**src/hw/rtl/command_frame_parser_top_macros.svh**
```systemverilog
// ----------------------------------------------------------------------------
// Assertion macros for the command frame parser
// Shared concurrent assertion forms, clocked on clk and held off during reset.
// ----------------------------------------------------------------------------
`ifndef COMMAND_FRAME_PARSER_TOP_MACROS_SVH
`define COMMAND_FRAME_PARSER_TOP_MACROS_SVH

// Same-cycle implication
`define CFP_ASSERT_NOW(label, ante, cons, msg) \
	label: assert property (@(posedge clk) disable iff (!arst_n) (ante) |-> (cons)) \
		else $error(msg);

// Next-cycle implication
`define CFP_ASSERT_NEXT(label, ante, cons, msg) \
	label: assert property (@(posedge clk) disable iff (!arst_n) (ante) |=> (cons)) \
		else $error(msg);

`endif

```
**src/hw/rtl/cfp_pkg.sv**
```systemverilog
// ----------------------------------------------------------------------------
// cfp_pkg
// Types, codes and constants shared by the command frame parser modules.
// ----------------------------------------------------------------------------
package cfp_pkg;

	// Default depth of the goal list
	localparam int MAX_GOALS_DEF = 16;

	// Depth of the command queue between parser and reply sequencer
	localparam int QUEUE_DEPTH = 4;
	localparam int QUEUE_PTR_W = $clog2(QUEUE_DEPTH);

	// Header byte layout
	localparam logic [3:0] HDR_NIBBLE = 4'd9;

	// Frame modes
	localparam logic [3:0] MODE_NONE    = 4'd0;
	localparam logic [3:0] MODE_CMD1    = 4'd1;
	localparam logic [3:0] MODE_VEL     = 4'd4;
	localparam logic [3:0] MODE_POS     = 4'd5;
	localparam logic [3:0] MODE_STN     = 4'd6;
	localparam logic [3:0] MODE_GOALS   = 4'd7;
	localparam logic [3:0] MODE_RPT_STN = 4'd9;
	localparam logic [3:0] MODE_RPT_POS = 4'd10;
	localparam logic [3:0] MODE_RPT_SPD = 4'd11;
	localparam logic [3:0] MODE_LAST    = 4'd14;

	// Acknowledge bytes "Xu"
	localparam logic [7:0] ACK_X = 8'd88;
	localparam logic [7:0] ACK_U = 8'd117;

	// Reply frame headers
	localparam logic [7:0] RPT_HDR_STN = 8'd153;
	localparam logic [7:0] RPT_HDR_POS = 8'd154;
	localparam logic [7:0] RPT_HDR_SPD = 8'd155;

	// Reply byte slots
	localparam logic [2:0] SLOT_ACK_X   = 3'd0;
	localparam logic [2:0] SLOT_ACK_U   = 3'd1;
	localparam logic [2:0] SLOT_RPT_HDR = 3'd2;
	localparam logic [2:0] SLOT_RPT_HI  = 3'd3;
	localparam logic [2:0] SLOT_RPT_LO  = 3'd4;
	localparam logic [2:0] SLOT_RPT_CHK = 3'd5;

	// Configuration register indexes
	localparam logic CFG_STATION = 1'b0;
	localparam logic CFG_MAX_VEL = 1'b1;

	// Parser phases
	typedef enum logic [2:0] {
		PH_HUNT,
		PH_DATA1,
		PH_DATA2,
		PH_COUNT,
		PH_GOALS,
		PH_CHECK
	} phase_t;

	// One checked frame, ready to execute
	typedef struct packed {
		logic [3:0]  mode;
		logic [7:0]  data1;
		logic [7:0]  data2;
		logic [4:0]  count;
		logic [15:0] pos;
	} cmd_t;

	// Parser to queue
	typedef struct packed {
		logic push;
		cmd_t cmd;
	} q_wr_t;

	// Queue head to sequencer
	typedef struct packed {
		logic valid;
		cmd_t cmd;
	} q_head_t;

endpackage

```
**src/hw/rtl/cfp_front.sv**
```systemverilog
// ----------------------------------------------------------------------------
// cfp_front
// Frame parser: hunts for headers, sums the frame and pushes checked frames.
// ----------------------------------------------------------------------------
module cfp_front #(
	parameter int MAX_GOALS = cfp_pkg::MAX_GOALS_DEF
) (
	input  logic           clk,
	input  logic           arst_n,
	input  logic           take,
	input  logic [7:0]     rx_byte,
	input  logic [15:0]    current_position_code,
	output cfp_pkg::q_wr_t wr
);

	localparam int CNT_W = $clog2(MAX_GOALS + 1);
	localparam logic [7:0] MAX_CNT = 8'(MAX_GOALS);

	cfp_pkg::phase_t phase_q, phase_d;
	logic [7:0]       header_q, header_d;
	logic [7:0]       data1_q, data1_d;
	logic [7:0]       data2_q, data2_d;
	logic [7:0]       sum_q, sum_d;
	logic [CNT_W-1:0] rem_q, rem_d;
	logic [4:0]       count_q, count_d;
	logic [3:0]       rx_mode;
	logic             is_header;

	assign rx_mode   = rx_byte[3:0];
	assign is_header = (rx_byte[7:4] == cfp_pkg::HDR_NIBBLE) &&
		(rx_mode != cfp_pkg::MODE_NONE) && (rx_mode <= cfp_pkg::MODE_LAST);

	// Hold phase
	always_ff @(posedge clk or negedge arst_n) begin
		if (!arst_n) begin
			phase_q <= cfp_pkg::PH_HUNT;
		end else begin
			phase_q <= phase_d;
		end
	end

	// Hold frame fields
	always_ff @(posedge clk) begin
		header_q <= header_d;
		data1_q  <= data1_d;
		data2_q  <= data2_d;
		sum_q    <= sum_d;
		rem_q    <= rem_d;
		count_q  <= count_d;
	end

	// Advance the parser on each accepted byte
	always_comb begin
		phase_d      = phase_q;
		header_d     = header_q;
		data1_d      = data1_q;
		data2_d      = data2_q;
		sum_d        = sum_q;
		rem_d        = rem_q;
		count_d      = count_q;
		wr.push      = 1'b0;
		wr.cmd.mode  = header_q[3:0];
		wr.cmd.data1 = data1_q;
		wr.cmd.data2 = data2_q;
		wr.cmd.count = count_q;
		wr.cmd.pos   = current_position_code;
		if (take) begin
			unique case (phase_q)
				cfp_pkg::PH_HUNT: begin
					if (is_header) begin
						header_d = rx_byte;
						sum_d    = rx_byte;
						unique case (rx_mode) inside
							cfp_pkg::MODE_CMD1, [cfp_pkg::MODE_VEL:cfp_pkg::MODE_STN]:
								phase_d = cfp_pkg::PH_DATA1;
							cfp_pkg::MODE_GOALS:
								phase_d = cfp_pkg::PH_COUNT;
							default:
								phase_d = cfp_pkg::PH_CHECK;
						endcase
					end
				end
				cfp_pkg::PH_DATA1: begin
					data1_d = rx_byte;
					sum_d   = sum_q + rx_byte;
					phase_d = cfp_pkg::PH_DATA2;
				end
				cfp_pkg::PH_DATA2: begin
					data2_d = rx_byte;
					sum_d   = sum_q + rx_byte;
					phase_d = cfp_pkg::PH_CHECK;
				end
				cfp_pkg::PH_COUNT: begin
					// Drop the frame when the count exceeds the goal list
					if (rx_byte > MAX_CNT) begin
						phase_d = cfp_pkg::PH_HUNT;
					end else begin
						count_d = rx_byte[4:0];
						rem_d   = rx_byte[CNT_W-1:0];
						sum_d   = sum_q + rx_byte;
						phase_d = (rx_byte == 8'd0) ? cfp_pkg::PH_CHECK : cfp_pkg::PH_GOALS;
					end
				end
				cfp_pkg::PH_GOALS: begin
					sum_d = sum_q + rx_byte;
					rem_d = rem_q - CNT_W'(1);
					if (rem_q == CNT_W'(1)) begin
						phase_d = cfp_pkg::PH_CHECK;
					end
				end
				cfp_pkg::PH_CHECK: begin
					wr.push = (rx_byte == ~sum_q);
					phase_d = cfp_pkg::PH_HUNT;
				end
				default: begin
					phase_d = cfp_pkg::PH_HUNT;
				end
			endcase
		end
	end

endmodule

```
**src/hw/rtl/cfp_queue.sv**
```systemverilog
// ----------------------------------------------------------------------------
// cfp_queue
// Short command queue between the frame parser and the reply sequencer.
// ----------------------------------------------------------------------------
module cfp_queue (
	input  logic             clk,
	input  logic             arst_n,
	input  cfp_pkg::q_wr_t   wr,
	input  logic             pop,
	output cfp_pkg::q_head_t head,
	output logic             full
);

	localparam int PW = cfp_pkg::QUEUE_PTR_W;

	cfp_pkg::cmd_t entry_q [cfp_pkg::QUEUE_DEPTH];
	logic [PW-1:0] wr_ptr_q, rd_ptr_q;
	logic [PW:0]   fill_q;
	logic          do_push;
	logic          do_pop;

	assign full      = (fill_q == (PW+1)'(cfp_pkg::QUEUE_DEPTH));
	assign head.valid = (fill_q != '0);
	assign head.cmd   = entry_q[rd_ptr_q];
	assign do_push   = wr.push && !full;
	assign do_pop    = pop && head.valid;

	// Store pushed transaction
	always_ff @(posedge clk) begin
		if (do_push) begin
			entry_q[wr_ptr_q] <= wr.cmd;
		end
	end

	// Advance pointers and fill level
	always_ff @(posedge clk or negedge arst_n) begin
		if (!arst_n) begin
			wr_ptr_q <= '0;
			rd_ptr_q <= '0;
			fill_q   <= '0;
		end else begin
			if (do_push) begin
				wr_ptr_q <= wr_ptr_q + PW'(1);
			end
			if (do_pop) begin
				rd_ptr_q <= rd_ptr_q + PW'(1);
			end
			if (do_push && !do_pop) begin
				fill_q <= fill_q + (PW+1)'(1);
			end else if (do_pop && !do_push) begin
				fill_q <= fill_q - (PW+1)'(1);
			end
		end
	end

endmodule

```
**src/hw/rtl/cfp_back.sv**
```systemverilog
// ----------------------------------------------------------------------------
// cfp_back
// Reply sequencer: applies each checked frame and sends its reply bytes.
// ----------------------------------------------------------------------------
`include "command_frame_parser_top_macros.svh"

module cfp_back (
	input  logic             clk,
	input  logic             arst_n,
	input  cfp_pkg::q_head_t head,
	output logic             pop,
	input  logic [7:0]       station_number,
	input  logic [7:0]       max_velocity_code,
	output logic             out_valid,
	input  logic             out_stall,
	output logic [7:0]       tx_byte,
	output logic             last_of_run,
	output logic [3:0]       active_mode,
	output logic [7:0]       velocity_setting,
	output logic [15:0]      position_setting,
	output logic [7:0]       goal_station,
	output logic [4:0]       goal_count
);

	logic [2:0]  slot_q;
	logic        out_valid_q;
	logic [7:0]  vel_q, vel_d;
	logic [15:0] pos_q, pos_d;
	logic [7:0]  stn_q, stn_d;
	logic [4:0]  cnt_q, cnt_d;
	logic        load;
	logic        is_reply;
	logic [2:0]  last_slot;
	logic        last_d;
	logic [7:0]  rpt_hdr, rpt_hi, rpt_lo, rpt_chk;
	logic [7:0]  byte_d;
	logic [7:0]  tx_byte_q;
	logic        last_q;
	logic [3:0]  mode_out_q;
	logic [7:0]  vel_out_q;
	logic [15:0] pos_out_q;
	logic [7:0]  stn_out_q;
	logic [4:0]  cnt_out_q;

	// Load a byte whenever a frame is at the queue head and the output register is free or being taken
	assign load      = head.valid && (!out_valid_q || !out_stall);
	assign is_reply  = (head.cmd.mode == cfp_pkg::MODE_RPT_STN) ||
		(head.cmd.mode == cfp_pkg::MODE_RPT_POS) || (head.cmd.mode == cfp_pkg::MODE_RPT_SPD);
	assign last_slot = is_reply ? cfp_pkg::SLOT_RPT_CHK : cfp_pkg::SLOT_ACK_U;
	assign last_d    = (slot_q == last_slot);
	assign pop       = load && last_d;

	// Settings after this frame's update
	always_comb begin
		vel_d = (head.cmd.mode == cfp_pkg::MODE_VEL) ? head.cmd.data2 : vel_q;
		pos_d = (head.cmd.mode == cfp_pkg::MODE_POS) ? {head.cmd.data1, head.cmd.data2} : pos_q;
		stn_d = (head.cmd.mode == cfp_pkg::MODE_STN) ? head.cmd.data2 : stn_q;
		cnt_d = (head.cmd.mode == cfp_pkg::MODE_GOALS) ? head.cmd.count : cnt_q;
	end

	// Build the reply frame
	always_comb begin
		rpt_hdr = cfp_pkg::RPT_HDR_SPD;
		rpt_hi  = 8'd0;
		rpt_lo  = max_velocity_code;
		if (head.cmd.mode == cfp_pkg::MODE_RPT_STN) begin
			rpt_hdr = cfp_pkg::RPT_HDR_STN;
			rpt_lo  = station_number;
		end else if (head.cmd.mode == cfp_pkg::MODE_RPT_POS) begin
			rpt_hdr = cfp_pkg::RPT_HDR_POS;
			rpt_hi  = head.cmd.pos[15:8];
			rpt_lo  = head.cmd.pos[7:0];
		end
		rpt_chk = ~(rpt_hdr + rpt_hi + rpt_lo);
	end

	// Pick the byte for this slot
	always_comb begin
		unique case (slot_q)
			cfp_pkg::SLOT_ACK_X:   byte_d = cfp_pkg::ACK_X;
			cfp_pkg::SLOT_ACK_U:   byte_d = cfp_pkg::ACK_U;
			cfp_pkg::SLOT_RPT_HDR: byte_d = rpt_hdr;
			cfp_pkg::SLOT_RPT_HI:  byte_d = rpt_hi;
			cfp_pkg::SLOT_RPT_LO:  byte_d = rpt_lo;
			cfp_pkg::SLOT_RPT_CHK: byte_d = rpt_chk;
			default:               byte_d = 8'd0;
		endcase
	end

	// Step through slots and update settings on the first byte
	always_ff @(posedge clk or negedge arst_n) begin
		if (!arst_n) begin
			slot_q      <= cfp_pkg::SLOT_ACK_X;
			out_valid_q <= 1'b0;
			vel_q       <= '0;
			pos_q       <= '0;
			stn_q       <= '0;
			cnt_q       <= '0;
		end else begin
			if (!out_valid_q || !out_stall) begin
				out_valid_q <= head.valid;
			end
			if (load) begin
				slot_q <= last_d ? cfp_pkg::SLOT_ACK_X : slot_q + 3'd1;
				vel_q  <= vel_d;
				pos_q  <= pos_d;
				stn_q  <= stn_d;
				cnt_q  <= cnt_d;
			end
		end
	end

	// Hold the output transaction
	always_ff @(posedge clk) begin
		if (load) begin
			tx_byte_q  <= byte_d;
			last_q     <= last_d;
			mode_out_q <= head.cmd.mode;
			vel_out_q  <= vel_d;
			pos_out_q  <= pos_d;
			stn_out_q  <= stn_d;
			cnt_out_q  <= cnt_d;
		end
	end

	assign out_valid        = out_valid_q;
	assign tx_byte          = tx_byte_q;
	assign last_of_run      = last_q;
	assign active_mode      = mode_out_q;
	assign velocity_setting = vel_out_q;
	assign position_setting = pos_out_q;
	assign goal_station     = stn_out_q;
	assign goal_count       = cnt_out_q;

	// A plain acknowledge ends after its second byte
	`CFP_ASSERT_NOW(a_ack_end, load && last_d && (slot_q == cfp_pkg::SLOT_ACK_U), !is_reply, "ack run ended on a reply mode")
	// The end of a run restarts at the first slot
	`CFP_ASSERT_NEXT(a_run_wrap, load && last_d, slot_q == cfp_pkg::SLOT_ACK_X, "slot did not wrap after last byte")
	// The slot never runs past the reply checksum
	`CFP_ASSERT_NOW(a_slot_range, 1'b1, slot_q <= cfp_pkg::SLOT_RPT_CHK, "slot beyond reply frame")

endmodule

```
**src/hw/rtl/command_frame_parser_top.sv**
```systemverilog
// ----------------------------------------------------------------------------
// command_frame_parser_top
// Byte-serial command frame parser with acknowledge and reply generation.
// ----------------------------------------------------------------------------
//
//  channel   | handshake                    | payload
//  ----------+------------------------------+---------------------------------
//  in        | in_valid / in_stall          | rx_byte, current_position_code
//  out       | out_valid / out_stall        | tx_byte, last_of_run, settings
//  config    | psel, penable, pwrite, pready| paddr, pwdata, prdata
//
//  The parser takes one byte per cycle unless stalled; in_stall rises only
//  while the four-entry command queue is full.
//  Each checked frame gives 2 reply bytes, or 6 for modes 9 to 11, one per
//  cycle from the reply sequencer unless stalled; its output register paces it.
//  Out transactions are registered from the frame at the queue head.
//  Reset clears parser phase, queue, sequencer and the setting registers;
//  configuration returns to station 5 and speed code 229.
//
module command_frame_parser_top #(
	parameter int MAX_GOALS = cfp_pkg::MAX_GOALS_DEF
) (
	input  logic        clk,
	input  logic        arst_n,
	// configuration port
	input  logic        psel,
	input  logic        penable,
	input  logic        pwrite,
	input  logic [2:0]  paddr,
	input  logic [31:0] pwdata,
	output logic [31:0] prdata,
	output logic        pready,
	// received bytes
	input  logic        in_valid,
	output logic        in_stall,
	input  logic [7:0]  rx_byte,
	input  logic [15:0] current_position_code,
	// transmitted bytes
	output logic        out_valid,
	input  logic        out_stall,
	output logic [7:0]  tx_byte,
	output logic        last_of_run,
	output logic [3:0]  active_mode,
	output logic [7:0]  velocity_setting,
	output logic [15:0] position_setting,
	output logic [7:0]  goal_station,
	output logic [4:0]  goal_count
);

	logic             cfg_idx;
	logic [7:0]       station_number_q;
	logic [7:0]       max_velocity_code_q;
	logic             cfg_wr;
	logic             queue_full;
	logic             take;
	logic             pop;
	cfp_pkg::q_wr_t   wr;
	cfp_pkg::q_head_t head;

	assign pready = 1'b1;
	assign cfg_wr = psel && penable && pwrite && pready;
	assign cfg_idx = paddr[2];

	// Write configuration registers
	always_ff @(posedge clk or negedge arst_n) begin
		if (!arst_n) begin
			station_number_q    <= 8'd5;
			max_velocity_code_q <= 8'd229;
		end else if (cfg_wr) begin
			case (cfg_idx)
				cfp_pkg::CFG_STATION: station_number_q    <= pwdata[7:0];
				cfp_pkg::CFG_MAX_VEL: max_velocity_code_q <= pwdata[7:0];
				default: ;
			endcase
		end
	end

	// Read back configuration
	always_comb begin
		case (cfg_idx)
			cfp_pkg::CFG_STATION: prdata = {24'd0, station_number_q};
			cfp_pkg::CFG_MAX_VEL: prdata = {24'd0, max_velocity_code_q};
			default:              prdata = 32'd0;
		endcase
	end

	// Stall input while the queue is full
	assign in_stall = queue_full;
	assign take     = in_valid && !in_stall;

	cfp_front #(
		.MAX_GOALS(MAX_GOALS)
	) u_front (
		.clk                   (clk),
		.arst_n                (arst_n),
		.take                  (take),
		.rx_byte               (rx_byte),
		.current_position_code (current_position_code),
		.wr                    (wr)
	);

	cfp_queue u_queue (
		.clk    (clk),
		.arst_n (arst_n),
		.wr     (wr),
		.pop    (pop),
		.head   (head),
		.full   (queue_full)
	);

	cfp_back u_back (
		.clk               (clk),
		.arst_n            (arst_n),
		.head              (head),
		.pop               (pop),
		.station_number    (station_number_q),
		.max_velocity_code (max_velocity_code_q),
		.out_valid         (out_valid),
		.out_stall         (out_stall),
		.tx_byte           (tx_byte),
		.last_of_run       (last_of_run),
		.active_mode       (active_mode),
		.velocity_setting  (velocity_setting),
		.position_setting  (position_setting),
		.goal_station      (goal_station),
		.goal_count        (goal_count)
	);

endmodule
```
**config.mk**
```make
export PLATFORM = sky130hd
export DESIGN_NAME = command_frame_parser_top
export DESIGN_NICKNAME = d
export VERILOG_FILES = /design/src/hw/rtl/cfp_pkg.sv /design/src/hw/rtl/cfp_front.sv /design/src/hw/rtl/cfp_queue.sv /design/src/hw/rtl/cfp_back.sv /design/src/hw/rtl/command_frame_parser_top.sv
export VERILOG_INCLUDE_DIRS = /design/src /design/src/hw/rtl
export SDC_FILE = /design/constraint.sdc
export NUM_CORES = 1
export LEC_CHECK = 0
export ABC_AREA = 1
export BUFFER_PORTS_ARGS = -buffer_cell sky130_fd_sc_hd__buf_2
export CAP_MARGIN = 20
export CORE_MARGIN = 2
export CORE_UTILIZATION = 40
export DETAILED_ROUTE_END_ITERATION = 7
export GPL_TIMING_DRIVEN = 0
export MAX_ROUTING_LAYER = met4
export PLACE_DENSITY = 0.7
export SETUP_SLACK_MARGIN = 0.05
export SLEW_MARGIN = 20
export SYNTH_ARGS = -nofsm -noshare
export SYNTH_HDL_FRONTEND = slang
export SYNTH_SLANG_ARGS = --single-unit
```
**constraint.sdc**
```tcl
create_clock -name clk -period 3.73 [get_ports clk]
set_input_delay 0.373 -clock clk [delete_from_list [all_inputs] [get_ports clk]]
set_output_delay 0.373 -clock clk [all_outputs]
set_load 0.02 [all_outputs]
```
==> key figures, run 1 <==
Timing
  – Final setup violation count: 1
  – Part of the cycle the worst path needs: 1.01
  – Clock Skews: approximately 16 ps
  – Setup repair after global routing missed its margin: yes
  – Tightest Pin Transition: 1010 ps
  – Slew Viols, Final: 0
  – Max_slew headroom: 0.318
  – Max Clk Rate: 266 MHz
  – Setup TNS: -26.5 ps
  – WHS: 25.5 ps
  – Final Hold Viols: 0
  – Worst setup margin: -26.5 ps
  – Final Critical Period: 3760 ps

GRT
  – GRT overflow: 0
  – Largest net degree at the start of global routing: 58
  – Vias in the first global route: 9267
  – Initial antenna violation count: 1
  – Total track usage: 0.184
  – Global-route wire length before repair: 51000 um

Route
  – Router iterations before antenna repair: 5
  – Drt via density: between 5 and 6
  – Final ANT Viol Nets: 0
  – Wirelength, routed: 33900 um
  – DRC viols: 0
  – 1st-iter DRT viols: 844
  – Wire per inst: 17.7 um
  – Vias: 9798

Cells and area
  – Most common cell after layout, fill and taps aside: nand2_1
  – Fraction of layout cells with a size suffix above 1: 0.259
  – Fin cells: 1918
  – Layout Nets: 1534
  – Fill cells: 2996
  – Most frequent cells in the layout: nand2_1 (288), edfxtp_1 (252), o21ai_0 (107)
  – Area Overhead vs Synth: 22.0%

Clock tree
  – Clk slew on worst S/H paths: 60 ps
  – CTS H-Tree Depth: 1
  – CTS buffer count: 30
  – Root Driver: clkbuf_16
  – CTS sink count: 319
  – Skew-Pair Late Insertion Delay: 560 ps
  – CTS tree: yes
  – Max Root-Sink Buffers: 3

Die
  – Initial Utilization: 0.408
  – IO Count: 151
  – Core Area: roughly 35000 um2
  – Die ar.: 36900 um2
  – # rows: 68
  – Die Height: 192 um
  – Die width: 192 um

Place
  – Hpwl dp: 22900 um
  – Pre-CTS WS: -476 ps
  – # port buffers: roughly 100
  – Final GP Congestion: 0.851
  – Placed insts: 1822

Critical path
  – Worst reg-to-reg setup slack: -30 ps
  – Critical-path maximum fanout: 5
  – Worst setup path end: u_back.tx_byte[7]$_DFFE_PP_
  – CP Launch Point: u_queue.rd_ptr_q[0]$_DFFE_PN0P_
  – Setup crit start kind: flip-flop
  – Reg2Reg Launch Point: u_queue.rd_ptr_q[0]$_DFFE_PN0P_
  – Crit path capture type: flip-flop
  – Worst-case reg-to-reg path depth: 24
  – Worst setup path class: reg -> reg
  – Worst Path Required: between 4000 and 5000 ps
  – CP Data Arrival Time: roughly 4000 ps
  – Terminus of the critical flop-to-flop path: u_back.tx_byte[7]$_DFFE_PP_

Synth
  – Warnings, synthesis: 0
  – Avg Synthesized Cell Area: 11.4 um2
  – Most used DFF post-synth: edfxtp_1
  – Synth cell types: 51
  – Mapped Area: 14200 um2
  – Post-Syn Instances: 1237
  – Register area share after synthesis: 0.654
  – Flops & latches, synth: 319
  – Post-synth EDFFs: 252
  – Async SR Flop Fraction: 0.210

Run status
  – Status: finished, violations left
  – Failing checks: setup timing

Power
  – Leak: 7.09 nW
  – Total Power: 0.0145 W
  – Peak VDD IR: 0.000429 V
  – PwrDens: 841 nW/um2

Hold path
  – Min-delay worst type: in -> reg

Run
  – Max-cap viol count: 0
==> critical path, stage by stage (launching register included) <==
cell and delay (ps):
dfrtp_2 460, buf_12 160, buf_8 130, nand2_4 80, nand2_2 60, nand2_2 110
nand2_4 90, nor2_4 130, nand2_4 80, buf_8 130, o21ai_4 110, o21ai_2 80
fa_1 470, ha_2 210, fa_2 360, nand3_2 80, nand3_2 90, nand2_2 100
nand2_2 70, a21oi_4 170, nand3_2 80, nand3_2 70, nand2_2 50, nand2_1 50
nand2_1 70
==> per-stage QoR <==
stage	util	cell area, um2
after floorplan	-	14200
after global placement	0.441	15300
after detailed placement	0.448	15500
after CTS	0.490	17000
after global routing	0.497	17300
final	0.498	17300
==> kinds of logic after synthesis <==
kind of cell | after synthesis | synth area share
AO/OA/AOI/OAI | 224 | 0.0941
buffers and inverters | 148 | 0.0527
adder cells (fa/ha/maj) | 31 | 0.0301
other | 2 | 0.000531
AND/OR/NAND/NOR | 492 | 0.153
flip-flops | 319 | 0.654
multiplexers | 6 | 0.00610
XOR/XNOR | 15 | 0.00981
==> synthesized netlist by cell type, types with 2 or more instances <==
library cell,n,area (um2)
buf_2,14,70.1
o21ai_1,8,40.0
nand2_1,298,1120
o22ai_1,23,144
buf_6,8,90.1
clkbuf_1,17,63.8
nand3_2,3,30.0
dfstp_2,7,184
a21oi_1,34,170
xor2_1,7,61.3
xnor2_1,7,61.3
o21ai_0,109,546
nor4_1,3,18.8
a31oi_1,9,56.3
buf_4,30,225
inv_2,3,11.3
nor3_1,9,45.0
o211ai_1,3,22.5
a21oi_2,2,17.5
buf_1,3,11.3
conb_1,2,7.51
nor2_8,2,40.0
nand2_2,13,81.3
fa_1,5,100
ha_1,26,325
mux2_4,5,75.1
nand2_4,11,124
nand3_1,41,205
nor2_2,2,12.5
nor2_1,91,342
o21ai_2,17,149
edfxtp_1,252,7570
inv_1,73,274
a22oi_1,3,22.5
a32o_1,8,80.1
dfrtp_1,60,1500
nor2_4,3,33.8
or2_2,7,43.8
nand4_1,5,31.3
o211ai_2,3,37.5
==> sequential cells by signal, indices dropped and copies added (netlist names), 8 cells and up <==
signal / cells
u_back.position_setting: 16
u_back.vel_q: 8
u_back.tx_byte: 8
u_front.data2_q: 8
station_number_q: 8
u_queue.entry_q: 164
u_back.velocity_setting: 8
u_front.data1_q: 8
u_back.pos_q: 16
u_front.sum_q: 8
max_velocity_code_q: 8
u_back.stn_q: 8
u_back.goal_station: 8
==> cell type report <==
class	count	area, um2	area share
flip-flops and latches	319	9250	0.536
multi-input cells	793	4500	0.261
repair buffers	145	1040	0.0602
well taps	455	569	0.0330
plain buffers	72	544	0.0315
clock inverters	13	176	0.0102
inverters	76	288	0.0167
diodes	2	5.00	0.000290
clock buffers	43	893	0.0517
==> timing repair <==
action / in CTS / in global routing
setup buffers: 20 / 15
hold buffers: 1 / 0
pin swaps: 24 / 26
endpoints found under the setup margin: 4 / 3
gates cloned: 2 / 0
hold endpoints to repair: 13 / 0
resized for setup: 47 / 42
==> power breakdown <==
group	internal, W	switching (W)
Combinational	0.00228	0.00402
Sequential	0.00469	0.000298
Clock	0.00194	0.00129
==> per-layer routing <==
layer / share of wire / global-route usage / vias to the layer above
met5: 0 / - / -
met4: 0.021 / 0.0543 / 0
met3: 0.073 / 0.0289 / 51
met1: 0.41 / 0.237 / 4711
li1: - / - / 4647
met2: 0.50 / 0.304 / 389
==> how the worst min path moves through the flow <==
stage | startpoint | end | cells after the start
finish | current_position_code[7] | u_queue.entry_q[1][7]$_DFFE_PP_ | 1
global route | current_position_code[1] | u_queue.entry_q[3][1]$_DFFE_PP_ | 1
CTS | current_position_code[4] | u_queue.entry_q[1][4]$_DFFE_PP_ | 1
detailed placement | arst_n | u_queue.rd_ptr_q[1]$_DFFE_PN0P_ | 1
global placement | u_back.vel_q[3]$_DFFE_PN0P_ | u_back.vel_q[3]$_DFFE_PN0P_ | 2
floorplan | arst_n | max_velocity_code_q[1]$_DFFE_PN0P_ | 0
Note: power is estimated with default switching activity, not from simulation.
==> run 2: changes to the inputs <==
--- a/config.mk
+++ b/config.mk
@@ -7,14 +7,14 @@
 export NUM_CORES = 1
 export LEC_CHECK = 0
 export ABC_AREA = 1
-export BUFFER_PORTS_ARGS = -buffer_cell sky130_fd_sc_hd__buf_2
+export BUFFER_PORTS_ARGS = -buffer_cell sky130_fd_sc_hd__clkbuf_2
 export CAP_MARGIN = 20
 export CORE_MARGIN = 2
-export CORE_UTILIZATION = 40
+export CORE_UTILIZATION = 45
 export DETAILED_ROUTE_END_ITERATION = 7
 export GPL_TIMING_DRIVEN = 0
 export MAX_ROUTING_LAYER = met4
-export PLACE_DENSITY = 0.7
+export PLACE_DENSITY = 0.76
 export SETUP_SLACK_MARGIN = 0.05
 export SLEW_MARGIN = 20
 export SYNTH_ARGS = -nofsm -noshare
==> run 2 against run 1 <==
The run still ends with setup timing left. Clock-buffer cell count up 3. Clock power is 3% lower. Cell count decreased by 3.4%. Hold slack better by 2.1 ps. Total power is 1.8% lower. Flip-flop and latch count unchanged. Combinational power fell by 3%. Global-route usage rose by 1.9 points. Critical path depth shrank 1. Sequential power is essentially flat. Final area down 1.2%.
==> key figures, run 2 (synthesis gave the netlist of run 1 again) <==
Critical path
  – Worst-case reg-to-reg path depth: 23 (-4.2%)
  – CP Data Arrival Time: 4070 ps (about the same)
  – Critical-path maximum fanout: 5 (unchanged)
  – Setup crit start kind: flip-flop
  – CP Launch Point: u_queue.rd_ptr_q[0]$_DFFE_PN0P_
  – Critical path's slowest cell: fa_1
  – Crit path capture type: flip-flop
  – Reg2Reg Launch Point: u_queue.rd_ptr_q[0]$_DFFE_PN0P_
  – Worst setup path class: reg -> reg
  – Buf/Inv on CP: 3 (unchanged)
  – CP max stage delay: 480 ps (about the same)
  – Worst reg-to-reg setup slack: -40 ps (about the same)
  – Worst path top cell family by delay: simple AND/OR/NAND/NOR gates
  – Terminus of the critical flop-to-flop path: u_back.tx_byte[7]$_DFFE_PP_
  – Crit path top cell by count: nand2_1
  – Worst Path Required: 4030 ps (about the same)
  – Critical-path cell list: inv_4 > buf_12 > nand2_1 > nand3_1 > nand2_2 > nor2_4 > nand2_4 > buf_8 > o21ai_4 > o21ai_2 > fa_1 > ha_2 > fa_2 > nand3_2 > nand3_2 > nand2_2 > nand2_2 > a21oi_4 > nand3_1 > nand3_1 > nand2_1 > nand2_1 > nand2_1

Route
  – Vias: 9960 (+1.7%)
  – Wire per inst: 18.1 um (+2.2%)
  – Router iterations before antenna repair: 5 (unchanged)
  – Drt via density: 5.38 (+5.2%)
  – 1st-iter DRT viols: 1231 (+46%)
  – DRC viols: 0 (unchanged)
  – Final ANT Viol Nets: 0 (unchanged)
  – Wirelength, routed: 33500 um (-1.2%)

Cells and area
  – Fill cells: 2469 (-18%)
  – Max FFs per register: 164 (unchanged)
  – Non-Filler Cell Area, Final: 17100 um2 (-1.2%)
  – Top reg by flops: u_queue.entry_q
  – Most frequent cells in the layout: nand2_1 (290), edfxtp_1 (252), o21ai_0 (108)
  – Most common cell after layout, fill and taps aside: nand2_1
  – Fraction of layout cells with a size suffix above 1: 0.247 (-0.0128)
  – Area Overhead vs Synth: 20.6%
  – Layout Nets: 1528 (-0.39%)

Timing
  – Max_slew headroom: 0.451 (+0.133)
  – Setup repair after global routing missed its margin: yes
  – Max Clk Rate: 265 MHz (-0.33%)
  – Final Critical Period: 3770 ps (+12.3 ps)
  – Part of the cycle the worst path needs: 1.01 (+0.00330)
  – Final Hold Viols: 0 (unchanged)
  – Setup TNS: -38.8 ps (-12.3 ps)
  – Worst setup margin: -38.8 ps (-12.3 ps)
  – Slew Viols, Final: 0 (unchanged)
  – Final setup violation count: 1 (unchanged)
  – Clock Skews: 15.4 ps (-0.282 ps)
  – Tightest Pin Transition: 816 ps (-199 ps)

Clock tree
  – CTS tree: yes
  – Skew-Pair Late Insertion Delay: 570 ps (about the same)
  – CTS buffer count: 31 (+3.3%)
  – Clk slew on worst S/H paths: 70 ps (about the same)
  – CTS sink count: 319 (unchanged)
  – Root Driver: clkbuf_16
  – Max Root-Sink Buffers: 3 (unchanged)
  – CTS H-Tree Depth: 1 (unchanged)

Place
  – Placed inst area: 15500 um2 (-0.14%)
  – # port buffers: 99 (unchanged)
  – Hpwl dp: 22300 um (-2.7%)
  – Final GP Congestion: 0.861 (+1.2%)

Die
  – Core Area: 30700 um2 (-11%)
  – Initial Utilization: 0.460 (+0.0526)
  – Die width: 181 um (-5.6%)
  – # rows: 64 (-5.9%)
  – IO Count: 151 (unchanged)
  – Die ar.: 32900 um2 (-11%)
  – Die Height: 181 um (-5.6%)

Power
  – Total Power: 0.0143 W (-1.8%)
  – PwrDens: 836 nW/um2 (-0.64%)
  – Peak VDD IR: 0.000469 V (+9.4%)
  – Leak: 7.01 nW (-1.1%)

Hold path
  – Hold Path End: max_velocity_code_q[6]$_DFFE_PN1P_
  – Min-delay worst type: in -> reg
  – Hold_sp: pwdata[6]
  – Cells on Worst Hold Path: 3 (+2)

GRT
  – Total track usage: 0.204 (+0.0195)
  – Global-route wire length before repair: 51500 um (+0.85%)
  – Largest net degree at the start of global routing: 47 (-19%)
  – Met3 Resource Use GR: 0.0329 (+0.00399)
  – Initial antenna violation count: 1 (unchanged)
  – Vias in the first global route: 9685 (+4.5%)
  – GRT met1 Usage: 0.255 (+0.0185)
  – GRT overflow: 0 (unchanged)
  – GRT met2 Usage: 0.336 (+0.0329)
  – Busiest layer in global routing: met2

Run status
  – Failing checks: setup timing
  – Status: finished, violations left

Run
  – Max-cap viol count: 0 (unchanged)
-- run 2: changes by cell type in the layout (fill, tap and decap cells not counted), moves of 3 or more --
| cell | previous run | this run |
|---|---|---|
| buf_2 | 105 | 13 |
| nand2_4 | 18 | 15 |
| nand3_1 | 31 | 35 |
| clkbuf_8 | 3 | 6 |
| buf_8 | 6 | 3 |
| clkbuf_2 | 4 | 102 |
| buf_4 | 64 | 53 |
| nand3_2 | 11 | 6 |
-- run 2: power by group --
group | internal, W | total (W) | leakage, nW | switching, W
combinational | 0.00216 | 0.00612 | 3.35 | 0.00396
clock | 0.00184 | 0.00315 | 0.512 | 0.00132
sequential | 0.00469 | 0.00499 | 3.15 | 0.000303
total | 0.00868 | 0.0143 | 7.01 | 0.00558
-- run 2: how the worst max path moves through the flow --
| stage | end | depth (start not counted) |
|---|---|---|
| floorplan | u_back.tx_byte[7]$_DFFE_PP_ | 23 |
| global placement | u_queue.entry_q[0][2]$_DFFE_PP_ | 6 |
| detailed placement | u_back.tx_byte[7]$_DFFE_PP_ | 20 |
| CTS | u_back.tx_byte[7]$_DFFE_PP_ | 25 |
| global route | u_back.tx_byte[7]$_DFFE_PP_ | 19 |
| finish | u_back.tx_byte[7]$_DFFE_PP_ | 23 |
-- run 2: cell type report --
cell class	count	area, um2	area share
flip-flops and latches	319	9250	0.542
multi-input cells	793	4470	0.262
repair buffers	138	1010	0.0592
clock buffers	46	913	0.0535
plain buffers	72	504	0.0295
well taps	396	495	0.0290
inverters	76	290	0.0170
clock inverters	12	129	0.00755
diodes	1	2.50	0.000147
-- run 2: per-stage QoR --
step,setup slack [ps],hold WS (ps),utilization,std cells
floorplan,162,77.4,-,1260
global placement,-1480,461,0.495,1755
detailed placement,-390,372,0.505,1765
CTS,-62.4,15.3,0.548,1841
global route,-152,21.4,0.555,1853
finish,-38.8,27.6,0.555,1853
-- run 2: worst reg2reg max path, stage by stage, from the launching register on --
cell     delay [ps]
dfrtp_2         460
inv_4           100
buf_12          100
nand2_1          80
nand3_1         130
nand2_2         130
nor2_4          180
nand2_4          80
buf_8           130
o21ai_4         150
o21ai_2          90
fa_1            480
ha_2            220
fa_2            350
nand3_2          90
nand3_2          80
nand2_2          80
nand2_2          70
a21oi_4         160
nand3_1          90
nand3_1          70
nand2_1          60
nand2_1          50
nand2_1          60
-- run 2: layer usage --
layer  vias to the layer above  wire length (um)
met1                      4819             13500
met4                         0               935
met5                         -                 0
li1                       4625                 -
met3                        65              2380
met2                       451             16700
-- run 2: what timing repair did --
| action | CTS | global route |
|---|---|---|
| hold buffers | 1 | 0 |
| cloned | 1 | 0 |
| pin swaps | 15 | 26 |
| buffers inserted | 16 | 12 |
| endpoints found under the setup margin | 4 | 4 |
| resized for setup | 29 | 32 |
| endpoints found under the hold margin | 18 | 0 |
==> run 3: changes to the inputs <==
--- a/config.mk
+++ b/config.mk
@@ -15,7 +15,6 @@
 export GPL_TIMING_DRIVEN = 0
 export MAX_ROUTING_LAYER = met4
 export PLACE_DENSITY = 0.76
-export SETUP_SLACK_MARGIN = 0.05
 export SLEW_MARGIN = 20
 export SYNTH_ARGS = -nofsm -noshare
 export SYNTH_HDL_FRONTEND = slang
==> run 3 against run 2 <==
The run still ends with setup timing left. Critical path depth is the same. Worst setup slack lost 11 ps. Cell count shrank 0.16%. Non-clock buffer count shrank 3. Via count shrank 0.45%. Utilization shrank 0.098 points. Largest cell class unchanged.
==> key figures, run 3 (synthesis gave the netlist of run 1 again) <==
Run status
  – Status: finished, violations left
  – Failing checks: setup timing

Cells and area
  – Max FFs per register: 164 (unchanged)
  – Most frequent cells in the layout: nand2_1 (290), edfxtp_1 (252), o21ai_0 (108)
  – Post-layout utilization of the core: 0.554 (-0.000977)
  – Fill cells: 2473 (+0.16%)
  – Fraction of layout cells with a size suffix above 1: 0.244 (-0.00224)
  – Most common cell after layout, fill and taps aside: nand2_1
  – Fin cells: 1850 (-0.16%)
  – Top reg by flops: u_queue.entry_q
  – Layout Nets: 1525 (-0.20%)
  – Area Overhead vs Synth: 20.4%

GRT
  – Global-route wire length before repair: 51500 um (unchanged)
  – Initial antenna violation count: 1 (unchanged)
  – Vias in the first global route: 9685 (unchanged)
  – Total track usage: 0.204 (unchanged)
  – Largest net degree at the start of global routing: 47 (unchanged)
  – GRT overflow: 0 (unchanged)

Power
  – Peak VDD IR: 0.000472 V (+0.62%)
  – Switching Fraction: 0.392 (about the same)
  – Total Power: 0.0142 W (about the same)
  – Net Switching: 0.00558 W (about the same)
  – Gate power share: 0.428 (about the same)
  – PwrDens: 836 nW/um2 (about the same)
  – Leak: 7.00 nW (-0.24%)
  – Internal: 0.00867 W (-0.13%)
  – Clock power frac: 0.221 (about the same)
  – Flop pwr share: 0.350 (about the same)

Critical path
  – Worst Path Required: 4030 ps (about the same)
  – Crit path capture type: flip-flop
  – CP Data Arrival Time: 4080 ps (about the same)
  – Worst reg-to-reg setup slack: -50 ps (about the same)
  – Critical-path maximum fanout: 5 (unchanged)
  – Setup crit start kind: flip-flop
  – Worst setup path class: reg -> reg

Clock tree
  – Clk slew on worst S/H paths: 70 ps (about the same)
  – Root Driver: clkbuf_16
  – CTS sink count: 319 (unchanged)
  – Max Root-Sink Buffers: 3 (unchanged)
  – Skew-Pair Late Insertion Delay: 570 ps (about the same)
  – CTS buffer count: 31 (unchanged)
  – CTS H-Tree Depth: 1 (unchanged)
  – CTS tree: yes

Timing
  – Slew Viols, Final: 0 (unchanged)
  – Worst setup margin: -49.6 ps (-10.8 ps)
  – Final Critical Period: 3780 ps (+10.8 ps)
  – Max_slew headroom: 0.421 (-0.0300)
  – Tightest Pin Transition: 862 ps (+45.9 ps)
  – Part of the cycle the worst path needs: 1.01 (+0.00290)
  – Final setup violation count: 1 (unchanged)
  – Setup repair after global routing missed its margin: yes
  – Max Clk Rate: 265 MHz (-0.29%)
  – Clock Skews: 16.6 ps (+1.15 ps)
  – Final Hold Viols: 0 (unchanged)

Route
  – Final ANT Viol Nets: 0 (unchanged)
  – DRC viols: 0 (unchanged)
  – Met2 routed WL: 16600 um (-0.53%)
  – 1st-iter DRT viols: 1076 (-13%)
  – Vias: 9915 (-0.45%)
  – M1 WL: 13200 um (-1.7%)
  – Wire per inst: 18.0 um (about the same)
  – Drt via density: 5.36 (-0.29%)
  – Router iterations before antenna repair: 5 (unchanged)
  – Top Layer Used: met4
  – Wirelength, routed: 33400 um (-0.25%)
  – Routed wl met3: 2550 um (+7.1%)

Place
  – Pre-CTS WS: -390 ps (unchanged)
  – Placed insts: 1765 (unchanged)
  – Final GP Congestion: 0.861 (unchanged)
  – # port buffers: 99 (unchanged)
  – Hpwl dp: 22300 um (unchanged)

Die
  – IO Count: 151 (unchanged)
  – Core Area: 30700 um2 (unchanged)
  – Initial Utilization: 0.460 (unchanged)
  – Die width: 181 um (unchanged)
  – Die Height: 181 um (unchanged)
  – # rows: 64 (unchanged)
  – Die ar.: 32900 um2 (unchanged)

Hold path
  – Min-delay worst type: in -> reg

Run
  – Max-cap viol count: 0 (unchanged)
==> run 3: changes by cell type in the layout (fill, tap and decap cells not counted) <==
cell	delta
a21oi_1	+1
a21oi_2	-1
buf_4	-2
buf_6	-1
==> run 3: critical path, stage by stage (launching register included) <==
cell,delay (ps)
dfrtp_2,460
inv_4,100
buf_12,100
nand2_1,80
nand3_1,130
nand2_2,140
nor2_4,180
nand2_4,80
buf_8,130
o21ai_4,150
o21ai_2,90
fa_1,480
ha_2,220
fa_2,350
nand3_2,90
nand3_2,80
nand2_2,80
nand2_2,70
a21oi_4,150
nand3_1,90
nand3_1,70
nand2_1,60
nand2_1,50
nand2_1,70
==> run 3: path summary, 6_finish.rpt <==
check                                                 from                            endpoint  depth (start not counted)
max                        u_queue.rd_ptr_q[0]$_DFFE_PN0P_         u_back.tx_byte[7]$_DFFE_PP_                         23
min                                              pwdata[6]  max_velocity_code_q[6]$_DFFE_PN1P_                          3
max reg2reg                u_queue.rd_ptr_q[0]$_DFFE_PN0P_         u_back.tx_byte[7]$_DFFE_PP_                         23
min reg2reg                    u_back.stn_q[4]$_DFFE_PN0P_         u_back.stn_q[4]$_DFFE_PN0P_                          2
max in group asynchronous                           arst_n  max_velocity_code_q[0]$_DFFE_PN1P_                          3
min in group asynchronous                           arst_n      u_front.phase_q[1]$_DFFE_PN0P_                          2
==> run 3: power groups by stage <==
stage	Sequential, W	Clock [W]	Combinational, W
3_5_place_dp	0.00505	0	0.00536
5_1_grt	0.00506	0.00334	0.00661
2_1_floorplan	0.00537	0	0.00344
4_1_cts	0.00499	0.00318	0.00578
3_3_place_gp	0.00506	0	0.00517
6_report	0.00499	0.00315	0.00610
==> run 3: cell type report <==
class                   instances  area, um2  share of cell area
diodes                          1       2.50            0.000147
well taps                     396        495              0.0291
clock inverters                12        129             0.00756
inverters                      76        290              0.0170
flip-flops and latches        319       9250               0.543
repair buffers                136        995              0.0584
plain buffers                  71        493              0.0289
clock buffers                  46        913              0.0536
multi-input cells             793       4460               0.262
==> run 3: layer usage <==
layer | GRT usage | vias to the layer above
met1 | 0.255 | 4754
met3 | 0.0329 | 71
met4 | 0.0741 | 0
met2 | 0.336 | 475
li1 | - | 4615
met5 | - | -
==> run 3: what timing repair did <==
action                                 in CTS  in global routing
cloned                                      1                  0
pin swaps                                  15                 26
endpoints found under the hold margin      18                  0
hold buffers                                1                  0
gates resized for setup                    29                 31
setup endpoints to repair                   3                  4
buffers inserted                           16                 10
==> run 3: stage by stage <==
stage          instance area (um2)  setup TNS [ps]  hold WS (ps)
2_1_floorplan                14200               0          77.4
3_3_place_gp                 15200         -233880           461
3_5_place_dp                 15500            -450           372
4_1_cts                      16800           -62.4          15.3
5_1_grt                      17000            -242          21.4
6_report                     17000           -49.6          27.5
